`src/rtl/two_opt_tour_search_top_macros.svh`:
```
// Assertion macros used by the two-opt tour search top level.
`ifndef TWO_OPT_TOUR_SEARCH_TOP_MACROS_SVH
`define TWO_OPT_TOUR_SEARCH_TOP_MACROS_SVH
`ifndef SYNTH
// Check cons in the same cycle whenever ante holds.
`define TOTS_ASSERT_NOW(label, clk, rstn, ante, cons, msg) \
    label: assert property (@(posedge clk) disable iff (!rstn) (ante) |-> (cons)) \
        else $error(msg);
// Check cons in the cycle after ante holds.
`define TOTS_ASSERT_NEXT(label, clk, rstn, ante, cons, msg) \
    label: assert property (@(posedge clk) disable iff (!rstn) (ante) |=> (cons)) \
        else $error(msg);
`else
`define TOTS_ASSERT_NOW(label, clk, rstn, ante, cons, msg)
`define TOTS_ASSERT_NEXT(label, clk, rstn, ante, cons, msg)
`endif
`endif

```
`src/rtl/tots_pkg.sv`:
```
// Types and constants shared by the two-opt tour search modules.
package tots_pkg;

    localparam int COST_W = 24;
    localparam int CITY_W = 8;
    localparam logic [23:0] COST_MAX = 24'hFFFFFF;
    localparam logic [24:0] NO_CAND = 25'h1FFFFFF;
    localparam logic [8:0] DEF_CITIES = 9'd256;
    localparam logic [15:0] DEF_STALL_LIMIT = 16'd20000;
    localparam logic [15:0] STALL_SAT = 16'hFFFF;

    localparam logic [2:0] FN_LOAD_DIST = 3'd0;
    localparam logic [2:0] FN_LOAD_CITY = 3'd1;
    localparam logic [2:0] FN_COST = 3'd2;
    localparam logic [2:0] FN_OFFER = 3'd3;
    localparam logic [2:0] FN_COMMIT = 3'd4;
    localparam logic [2:0] FN_READ_BEST = 3'd5;

    localparam logic CFG_NUM_CITIES = 1'b0;
    localparam logic CFG_STALL_LIMIT = 1'b1;

    typedef enum logic [2:0] {
        RS_K, RS_PREV, RS_A, RS_B, RS_NEXT, RS_LO, RS_HI
    } rd_sel_t;

    typedef enum logic [2:0] {
        LS_NONE, LS_TP, LS_TA, LS_TB, LS_TN, LS_TLO
    } latch_sel_t;

    typedef enum logic [2:0] {
        DS_SWEEP, DS_WRAP, DS_PA, DS_PB, DS_BN, DS_AN
    } dist_sel_t;

    typedef enum logic [1:0] {
        MV_HOLD, MV_INIT, MV_SUB, MV_ADD
    } mv_op_t;

    typedef enum logic [1:0] {
        CW_NONE, CW_IN, CW_LO, CW_HI
    } cur_wr_t;

    typedef struct packed {
        logic       capture;
        logic       dist_wr;
        cur_wr_t    cur_wr;
        rd_sel_t    rd_sel;
        latch_sel_t latch;
        dist_sel_t  dist_sel;
        mv_op_t     mv_op;
        logic       sweep_start;
        logic       sweep_run;
        logic       cost_fin;
        logic       offer_fin;
        logic       commit_decide;
        logic       rev_step;
        logic       commit_post;
        logic       city_out;
        logic       out_load;
    } cmd_t;

    typedef struct packed {
        logic [2:0] func;
        logic       offer_walk;
        logic       sweep_done;
        logic       rev_more;
        logic       improve_now;
    } sts_t;

endpackage

```
`src/rtl/tots_controller.sv`:
```
// Sequencing state machine of the two-opt tour search.
module tots_controller (
    input  logic           aclk,
    input  logic           aresetn,
    input  logic           s_valid,
    output logic           s_ready,
    output logic           m_valid,
    input  logic           m_ready,
    input  tots_pkg::sts_t sts,
    output tots_pkg::cmd_t cmd
);

    typedef enum logic [20:0] {
        ST_IDLE  = 21'b1 << 0,
        ST_EXEC  = 21'b1 << 1,
        ST_SWEEP = 21'b1 << 2,
        ST_WRAP  = 21'b1 << 3,
        ST_WRAP2 = 21'b1 << 4,
        ST_OF0   = 21'b1 << 5,
        ST_OF1   = 21'b1 << 6,
        ST_OF2   = 21'b1 << 7,
        ST_OF3   = 21'b1 << 8,
        ST_OF4   = 21'b1 << 9,
        ST_OF5   = 21'b1 << 10,
        ST_OF6   = 21'b1 << 11,
        ST_OF7   = 21'b1 << 12,
        ST_OFIN  = 21'b1 << 13,
        ST_RV0   = 21'b1 << 14,
        ST_RV1   = 21'b1 << 15,
        ST_RV2   = 21'b1 << 16,
        ST_RV3   = 21'b1 << 17,
        ST_CPOST = 21'b1 << 18,
        ST_RDB   = 21'b1 << 19,
        ST_DONE  = 21'b1 << 20
    } state_t;

    state_t state_reg, state_next;
    logic   m_valid_reg;
    logic   out_free;

    assign out_free = !m_valid_reg || m_ready;
    assign s_ready = (state_reg == ST_IDLE);
    assign m_valid = m_valid_reg;

    always_comb begin
        cmd = '0;
        state_next = state_reg;
        case (state_reg)
            ST_IDLE: begin
                if (s_valid) begin
                    cmd.capture = 1'b1;
                    state_next = ST_EXEC;
                end
            end
            ST_EXEC: begin
                case (sts.func)
                    tots_pkg::FN_LOAD_DIST: begin
                        cmd.dist_wr = 1'b1;
                        state_next = ST_DONE;
                    end
                    tots_pkg::FN_LOAD_CITY: begin
                        cmd.cur_wr = tots_pkg::CW_IN;
                        state_next = ST_DONE;
                    end
                    tots_pkg::FN_COST: begin
                        cmd.sweep_start = 1'b1;
                        state_next = ST_SWEEP;
                    end
                    tots_pkg::FN_OFFER: begin
                        state_next = sts.offer_walk ? ST_OF0 : ST_OFIN;
                    end
                    tots_pkg::FN_COMMIT: begin
                        cmd.commit_decide = 1'b1;
                        state_next = ST_RV0;
                    end
                    tots_pkg::FN_READ_BEST: begin
                        state_next = ST_RDB;
                    end
                    default: begin
                        state_next = ST_DONE;
                    end
                endcase
            end
            ST_SWEEP: begin
                cmd.sweep_run = 1'b1;
                cmd.rd_sel = tots_pkg::RS_K;
                cmd.dist_sel = tots_pkg::DS_SWEEP;
                if (sts.sweep_done) begin
                    state_next = (sts.func == tots_pkg::FN_COMMIT) ? ST_DONE : ST_WRAP;
                end
            end
            ST_WRAP: begin
                cmd.dist_sel = tots_pkg::DS_WRAP;
                state_next = ST_WRAP2;
            end
            ST_WRAP2: begin
                cmd.cost_fin = 1'b1;
                state_next = ST_DONE;
            end
            ST_OF0: begin
                cmd.rd_sel = tots_pkg::RS_PREV;
                state_next = ST_OF1;
            end
            ST_OF1: begin
                cmd.rd_sel = tots_pkg::RS_A;
                cmd.latch = tots_pkg::LS_TP;
                cmd.mv_op = tots_pkg::MV_INIT;
                state_next = ST_OF2;
            end
            ST_OF2: begin
                cmd.rd_sel = tots_pkg::RS_B;
                cmd.latch = tots_pkg::LS_TA;
                state_next = ST_OF3;
            end
            ST_OF3: begin
                cmd.rd_sel = tots_pkg::RS_NEXT;
                cmd.latch = tots_pkg::LS_TB;
                cmd.dist_sel = tots_pkg::DS_PA;
                state_next = ST_OF4;
            end
            ST_OF4: begin
                cmd.latch = tots_pkg::LS_TN;
                cmd.dist_sel = tots_pkg::DS_PB;
                cmd.mv_op = tots_pkg::MV_SUB;
                state_next = ST_OF5;
            end
            ST_OF5: begin
                cmd.dist_sel = tots_pkg::DS_BN;
                cmd.mv_op = tots_pkg::MV_ADD;
                state_next = ST_OF6;
            end
            ST_OF6: begin
                cmd.dist_sel = tots_pkg::DS_AN;
                cmd.mv_op = tots_pkg::MV_SUB;
                state_next = ST_OF7;
            end
            ST_OF7: begin
                cmd.mv_op = tots_pkg::MV_ADD;
                state_next = ST_OFIN;
            end
            ST_OFIN: begin
                cmd.offer_fin = 1'b1;
                state_next = ST_DONE;
            end
            ST_RV0: begin
                cmd.rd_sel = tots_pkg::RS_LO;
                state_next = sts.rev_more ? ST_RV1 : ST_CPOST;
            end
            ST_RV1: begin
                cmd.rd_sel = tots_pkg::RS_HI;
                cmd.latch = tots_pkg::LS_TLO;
                state_next = ST_RV2;
            end
            ST_RV2: begin
                cmd.cur_wr = tots_pkg::CW_LO;
                state_next = ST_RV3;
            end
            ST_RV3: begin
                cmd.cur_wr = tots_pkg::CW_HI;
                cmd.rev_step = 1'b1;
                state_next = ST_RV0;
            end
            ST_CPOST: begin
                cmd.commit_post = 1'b1;
                if (sts.improve_now) begin
                    cmd.sweep_start = 1'b1;
                    state_next = ST_SWEEP;
                end else begin
                    state_next = ST_DONE;
                end
            end
            ST_RDB: begin
                cmd.city_out = 1'b1;
                state_next = ST_DONE;
            end
            ST_DONE: begin
                if (out_free) begin
                    cmd.out_load = 1'b1;
                    state_next = ST_IDLE;
                end
            end
            default: begin
                state_next = ST_IDLE;
            end
        endcase
    end

    always_ff @(posedge aclk) begin
        if (!aresetn) begin
            state_reg <= ST_IDLE;
            m_valid_reg <= 1'b0;
        end else begin
            state_reg <= state_next;
            if (cmd.out_load) begin
                m_valid_reg <= 1'b1;
            end else if (m_ready) begin
                m_valid_reg <= 1'b0;
            end
        end
    end

endmodule

```
`config.mk`:
```
export PLATFORM = sky130hd
export DESIGN_NAME = tots_controller
export DESIGN_NICKNAME = d
export VERILOG_FILES = /design/src/rtl/two_opt_tour_search_top_macros.svh /design/src/rtl/tots_pkg.sv /design/src/rtl/tots_controller.sv
export SDC_FILE = /design/constraint.sdc
export NUM_CORES = 1
export LEC_CHECK = 0
export BUFFER_PORTS_ARGS = -buffer_cell sky130_fd_sc_hd__buf_2
export CAP_MARGIN = 10
export CORE_ASPECT_RATIO = 0.6
export CORE_MARGIN = 2
export CORE_UTILIZATION = 56
export CTS_CLUSTER_SIZE = 16
export DETAILED_ROUTE_END_ITERATION = 7
export HOLD_SLACK_MARGIN = 0.08
export PLACE_DENSITY = 0.85
export REMOVE_ABC_BUFFERS = 1
export SLEW_MARGIN = 5
export SYNTH_ARGS = -nofsm -noshare
export SYNTH_HDL_FRONTEND = slang
export SYNTH_SLANG_ARGS = --single-unit
```
`constraint.sdc`:
```
create_clock -name aclk -period 5.9 [get_ports aclk]
set_input_delay 0.885 -clock aclk [delete_from_list [all_inputs] [get_ports aclk]]
set_output_delay 0.885 -clock aclk [all_outputs]
set_load 0.03 [all_outputs]
```
# == Word level (Yosys, flattened, before mapping) ==
# Cells that the tools add are included.
# classes
n_reduce_logical,8
eq_ne,29
n_mux,34
# op_table
op,n
$pmux W21 S19,1
$mux W21,5
$pmux W21 S4,1
$pmux W3 S5,2
$eq A21 B1 Y1 const B,1
$eq A21 B10 Y1 const B,1
$eq A21 B11 Y1 const B,1
$eq A21 B12 Y1 const B,1
$eq A21 B13 Y1 const B,1
$eq A21 B14 Y1 const B,1
$eq A21 B15 Y1 const B,1
$eq A21 B16 Y1 const B,1
$eq A21 B17 Y1 const B,1
$eq A21 B18 Y1 const B,1
$eq A21 B19 Y1 const B,1
$eq A21 B2 Y1 const B,1
$eq A21 B20 Y1 const B,1
$eq A21 B21 Y1 const B,1
$eq A21 B3 Y1 const B,1
$eq A21 B4 Y1 const B,1
$eq A21 B5 Y1 const B,1
$eq A21 B6 Y1 const B,1
$eq A21 B7 Y1 const B,1
$eq A21 B8 Y1 const B,1
other kinds (18),42
# word_totals
word_cells,73
register_bits,22
output_inout_bits,26
inputBits,11

# == Longest topological paths before layout ==
# Gate-level depths: netlist (run 1).
# logic_depth
ltp_word,5
depth_mapped,8
mapped_depth_nobuf,5

# == Worst setup path before layout (run 1) ==
# OpenSTA, ideal clock, no wires.
# synth_path
kind,reg2out
from,reg state_reg[12]
to,out cmd[23] in the netlist's numbering
setup_slack_ns,2.185
path_stages_with_launch,6
arrival_ns,2.830
required_time_ns,5.015
cell_sequence,dfxtp_1 > or4_4 > or4_4 > buf_6 > nor3b_1 > and2_1
# synth_lines
element,line,text
"start, declared",tots_controller.sv:37,"state_t state_reg, state_next;"
"start signal, assigned",tots_controller.sv:193,state_reg <= state_next;
"end, declared",tots_controller.sv:10,output tots_pkg::cmd_t cmd

==> flow_summary.yaml, run 1 <==
outcome:
  status: "completed"
final_layout:
  antenna_cells: 0
  final_layout_size_suffix_gt1_share_pct: 26.9
  area_growth_pct: 15.2
  design_area_um2: 1620
  fillCellCount: 212
  largest_register_ffs: 21
  layout.cells.non_filler: 240
  fin_nets: 221
route:
  drt-pass1-iter-count: 5
  detail-route-antenna-nets: 0
  wl_per_cell_um: 16.2
  avgViaCountPerCell: 6.33
  drt_iter0_drc: 137
  vias: 1519
  drc: 0
  routed_wl_mm: 3.89
pwr:
  clkPwrFrac_pct: 29.3
  p_seq_share_pct: 48.3
  power_density_nw_per_um2: 199
  pwr-share-comb_pct: 22.4
  leakage_nw: 0.724
  ir_worst_vdd_mv: 0.192
  p_int_w: 0.000224
  switching_power_w: 0.0000987
  swShare_pct: 30.6
yosys:
  synth-seq-cells: 22
  synth.cell_area_um2: 1410
  synth-seq-area-share_pct: 31.3
  yosys_warnings: 0
  synth_area_leader_cell: "dfxtp_1"
  synth_cell_types: 46
  synth_top_area_share_pct: 31.3
  synth_cells: 179
  ys_top_cells_by_area: "dfxtp_1, nor2_1, nor4b_1, nor3_1, nand3_1"
  syn_area_per_cell_um2: 7.86
placed_design:
  io_buffers: 36
  placedCellCount: 237
  placed_area_um2: 1580
  dpl.hpwl_mm: 2.93
  gp_congestion: 0.871
cts:
  post_cts_buffers: 0
  clock_sinks: 22
  cts_tree: "done"
  htreeDepth: 1
  holdBufCountCts: 0
  cts_resized: 0
  clkTransAtPathRegs_ps: 80
  clk_latency_ps: 260
  clockBufferDepth: 2
  cts_made_buffers: 3
  clockRootBuffer: "clkbuf_8"
global_routing:
  grt_pass1_vias: 1337
  met3_usage_pct: 5.57
  grt_pass1_wl_mm: 6.17
  busiest_layer: "met2"
  overflow: 0
  antenna_found_initial: 0
  grt_max_degree: 12
  use_met2_pct: 41.9
  use_met1_pct: 41.4
  track_usage_pct: 27.9
critical_path:
  critPathMaxFanout: 9
  critPathArrivalTime_ps: 2890
  crit_required_ps: 5020
  endpoint_kind: "primary output"
  worstSetupPathType: "reg -> out"
  start_kind: "flop"
sta:
  worst_pin_slew_ps: 795
  clock_skew_ps: 6.38
  rsz0062_at_grt: "no"
  setup-violations-final: 0
  hold-worst-slack_ps: 503
  post-route-period-util_pct: 64.0
  finalCriticalPeriod_ps: 3770
  slew_headroom_pct: 46.5
  final_hold_viol_count: 0
  max_freq_ghz: 0.265
  timing.setup.tns_ps: 0
  slew_violations: 0
floorplanning:
  dieWidth_um: 68.7
  row_count: 14
  coreArea_um2: 2450
  dieArea_um2: 2940
  die_h_um: 42.8
  initial_core_util_pct: 57.4
  io_pins: 37
flow_run:
  cap_violations: 0
worst_hold_path:
  min_path_type: "reg -> reg"
## final timing paths
path | from | to | slack [ps] | cells past startpoint
setup reg to reg | state_reg[9]$_SDFFE_PN0P_ | state_reg[0]$_SDFFE_PN1P_ | 3250 | 5
hold reg to reg | state_reg[16]$_SDFFE_PN0P_ | state_reg[17]$_SDFFE_PN0P_ | 500 | 2
hold / removal | state_reg[16]$_SDFFE_PN0P_ | state_reg[17]$_SDFFE_PN0P_ | 500 | 2
setup / recovery | state_reg[9]$_SDFFE_PN0P_ | cmd[14] | 2130 | 5
## worst max-delay path, stage by stage (launching register included)
cell	delay, ps
dfxtp_1	400
or4_1	700
nor4_1	760
nand3_1	330
nand3_1	220
buf_2	220
## layer usage
| metal | up-vias | wire length (um) |
|---|---|---|
| li1 | 724 | - |
| met5 | - | 0 |
| met1 | 694 | 1740 |
| met4 | 0 | 82 |
| met2 | 87 | 1750 |
| met3 | 14 | 316 |
## power by group through the flow
stage	registers (W)	clock network, W	logic (W)
2_1_floorplan	0.000158	0	0.0000503
3_3_place_gp	0.000159	0	0.0000676
5_1_grt	0.000157	0.000102	0.0000777
4_1_cts	0.000156	0.0000938	0.0000707
6_report	0.000156	0.0000947	0.0000723
3_5_place_dp	0.000159	0	0.0000700
## area by class of cell
type | instances | area, um^2 | area share (%)
Timing Repair Buffer | 36 | 180 | 11.1
Tap cell | 32 | 40.0 | 2.47
Clock buffer | 3 | 41.3 | 2.55
Sequential cell | 22 | 440 | 27.2
Multi-Input combinational cell | 143 | 905 | 55.8
Inverter | 4 | 15.0 | 0.926
## per-stage QoR
stage | setup WS (ps) | util, % | total power (W)
detailed placement | 2440 | 64.4 | 0.000229
global route | 1880 | 66.1 | 0.000336
CTS | 2150 | 66.1 | 0.000320
global placement | 2520 | 64.4 | 0.000226
finish | 2130 | 66.1 | 0.000323
floorplan | 2240 | - | 0.000209
## kinds of logic (layout without fill, tap and decap cells)
family | after synthesis | count (layout) | share of synthesized area [%]
DFF | 22 | 22 | 31.3
buffers and inverters | 14 | 43 | 4.44
AOI/OAI and AO/OA | 28 | 28 | 14.1
xor gates and xnor gates | 3 | 3 | 1.87
and+or+nand+nor | 112 | 112 | 48.3
## cells in the mapped netlist (all sizes together)
| master | count |
|---|---|
| a211o | 1 |
| nand2 | 10 |
| inv | 4 |
| or4 | 8 |
| or2 | 7 |
| o31ai | 1 |
| and2 | 4 |
| nor2 | 20 |
| o211a | 1 |
| a31oi | 1 |
| xnor2 | 2 |
| nand4 | 1 |
| a21o | 1 |
| nor4 | 6 |
| nand3 | 9 |
| o41ai | 1 |
| and3 | 1 |
| a21boi | 1 |
| o21bai | 1 |
| or3 | 7 |
| or3b | 2 |
| nor3 | 10 |
| o21ai | 8 |
| nor2b | 6 |
| a2111oi | 1 |
| buf | 4 |
| nand2b | 5 |
| or4b | 3 |
| clkbuf | 6 |
| o32ai | 1 |
| xor2 | 1 |
| a2111o | 1 |
| nor3b | 2 |
| o21a | 3 |
| nor4b | 7 |
| dfxtp | 22 |
| nand4b | 4 |
| a21oi | 4 |
| o2bb2ai | 1 |
| o22a | 1 |
## layout by cell type, fill, tap and decap left out, types with 5 or more instances in the layout
master,Yosys,layout
buf_2,2,36
dfxtp_1,22,22
nor2_1,20,20
nor3_1,10,10
nand2_1,10,10
nand3_1,9,9
o21ai_0,8,8
nor4b_1,7,7
nor2b_1,6,6
or3_1,6,6
or2_2,6,6
nor4_1,6,6
or4_1,5,5
nand2b_1,5,5
No activity file was read; power rests on OpenSTA's default activity.
==> run 2: changes to the inputs <==
Settings changed: CORE_UTILIZATION 56 to 47, PLACE_DENSITY 0.85 to 0.76.
Clock period 5.9 ns to 3.1 ns, I/O delays scaled along.
==> run 2 against run 1 <==
  * Clock power increased by 88%
  * Critical path depth up 1
  * Clock skew decreased by 1.8 ps
  * The flow now finishes with violations (negative setup slack)
  * Sequential cell count unchanged
  * Combinational power up 120%
  * Total power is 94% higher
  * Via count fell by 0.99%
  * Final cell count increased by 8.3%
==> flow_summary.yaml, run 2 (same netlist as run 1, synthesis figures left out) <==
final_layout:
  antenna_cells: 0
  fin_nets: 231
  largest_register_ffs: 21
  final_common_cell: "buf_2"
  fillCellCount: 266
  design_area_um2: 1760
  final_layout_size_suffix_gt1_share_pct: 33.9
  final_util_pct: 61.5
  area_growth_pct: 24.7
  final_cell_mix: "buf_2, dfxtp_1, nor2_1"
floorplanning:
  coreArea_um2: 2850
  die_h_um: 46.4
  io_pins: 37
  dieArea_um2: 3460
  row_count: 15
  dieWidth_um: 74.7
  initial_core_util_pct: 49.3
cts:
  htreeDepth: 1
  clockRootBuffer: "clkbuf_8"
  holdBufCountCts: 0
  cts_made_buffers: 3
  clkTransAtPathRegs_ps: 80
  clockBufferDepth: 2
  cts_tree: "done"
  clk_latency_ps: 260
  clock_sinks: 22
placed_design:
  dpl_worst_slack_ps: 131
  dpl.hpwl_mm: 2.93
  placed_area_um2: 1650
  gp_congestion: 0.817
  io_buffers: 36
critical_path:
  critPathMaxStageDelay_ps: 580
  r2r_slack_ps: 650
  rr_worst_depth: 5
  r2r_start: "state_reg[15]$_SDFFE_PN0P_"
  worstSetupPathType: "reg -> out"
  start_kind: "flop"
  crit_required_ps: 2630
  crit_chain: "or4_4, or4_4, or3_4, or3_1, nand3_1, buf_6"
  critPathArrivalTime_ps: 2690
  startpoint: "state_reg[15]$_SDFFE_PN0P_"
  crit_top_cell: "or4_4"
  r2r-end: "state_reg[12]$_SDFFE_PN0P_"
  crit_path_end: "cmd[9]"
  critPathSlowestCell: "or4_4"
  critPathMaxFanout: 6
  endpoint_kind: "primary output"
route:
  drt-pass1-iter-count: 4
  drc: 0
  routed_wl_mm: 3.74
  detail-route-antenna-nets: 0
  wl_per_cell_um: 14.4
  vias: 1504
  drt_iter0_drc: 106
  avgViaCountPerCell: 5.78
sta:
  slew_headroom_pct: 68.9
  worst_pin_slew_ps: 462
  post-route-period-util_pct: 102
  max_freq_ghz: 0.317
  clock_skew_ps: 4.62
  setup-violations-final: 1
  rsz0062_at_grt: "yes"
  finalCriticalPeriod_ps: 3150
  slew_violations: 0
  setup_slack_ps: -52.5
  timing.setup.tns_ps: -52.5
  final_hold_viol_count: 0
pwr:
  clkPwrFrac_pct: 28.3
  power_density_nw_per_um2: 357
  p_total_w: 0.000627
  p_int_w: 0.000440
  ir_worst_vdd_mv: 0.319
  swShare_pct: 29.8
  pwr-share-comb_pct: 24.9
  switching_power_w: 0.000187
  leakage_nw: 0.783
  p_seq_share_pct: 46.7
global_routing:
  grt_pass1_wl_mm: 5.60
  antenna_found_initial: 0
  track_usage_pct: 22.1
  grt_max_degree: 12
  overflow: 0
  grt_pass1_vias: 1169
outcome:
  status: "finished, violations left"
  violations: "negative setup slack"
worst_hold_path:
  min_path_type: "in -> reg"
flow_run:
  cap_violations: 0
run 2: cell count changes in the layout (fill, tap and decap cells not counted), sizes merged:
cell,delta
buf,+10
run 2: final cells by class:
class	count	area [um^2]	share of cell area [%]
sequential	22	443	25.2
inverter	4	15.0	0.855
multi-input combinational	143	935	53.2
tap	42	52.6	2.99
timing repair buffer	46	269	15.3
clock buffer	3	41.3	2.35
run 2: timing repair:
action | in CTS | in global routing
pin swaps | 2 | 0
cloned | 0 | 0
setup buffers | 1 | 1
endpoints found under the setup margin | 9 | 8
resized for setup | 5 | 11
run 2: how the worst min path moves through the flow:
| stage | endpoint | cells after the start | slack [ps] | from |
|---|---|---|---|---|
| 3_5_place_dp | state_reg[17]$_SDFFE_PN0P_ | 2 | 490 | state_reg[16]$_SDFFE_PN0P_ |
| 6_report | state_reg[18]$_SDFFE_PN0P_ | 2 | 370 | sts[1] |
| 2_1_floorplan | state_reg[17]$_SDFFE_PN0P_ | 2 | 460 | state_reg[16]$_SDFFE_PN0P_ |
| 3_3_place_gp | state_reg[17]$_SDFFE_PN0P_ | 2 | 490 | state_reg[16]$_SDFFE_PN0P_ |
| 5_1_grt | state_reg[18]$_SDFFE_PN0P_ | 2 | 370 | sts[1] |
| 4_1_cts | state_reg[18]$_SDFFE_PN0P_ | 2 | 370 | sts[1] |
run 2: per-stage QoR:
step | hold WS (ps) | cells
final | 370 | 260
after global routing | 375 | 260
after CTS | 373 | 259
after detailed placement | 495 | 255
after global placement | 486 | 255
after floorplan | 455 | 169
run 2: layer usage:
| layer | part of all wire [%] | global-route usage [%] | wire [um] | up-vias |
|---|---|---|---|---|
| met2 | 42 | 30.3 | 1580 | 51 |
| met3 | 7.4 | 5.03 | 278 | 2 |
| met4 | 0.45 | 3.57 | 17 | 0 |
| met5 | 0 | 0 | 0 | - |
| met1 | 50 | 35.0 | 1870 | 707 |
| li1 | - | - | - | 744 |
run 2: worst max-delay path: cells and delay by family, from the launching register on:
| kind | cells | cell delay (ps) |
|---|---|---|
| buf+inv | 1 | 140 |
| flops | 1 | 340 |
| simple gates | 5 | 1950 |
run 2: power groups by stage:
| stage | clock network (W) | logic [W] | registers (W) |
|---|---|---|---|
| 3_5_place_dp | 0 | 0.000149 | 0.000299 |
| 4_1_cts | 0.000179 | 0.000151 | 0.000293 |
| 6_report | 0.000178 | 0.000156 | 0.000293 |
| 5_1_grt | 0.000191 | 0.000168 | 0.000294 |
| 3_3_place_gp | 0 | 0.000147 | 0.000299 |
| 2_1_floorplan | 0 | 0.0000958 | 0.000302 |
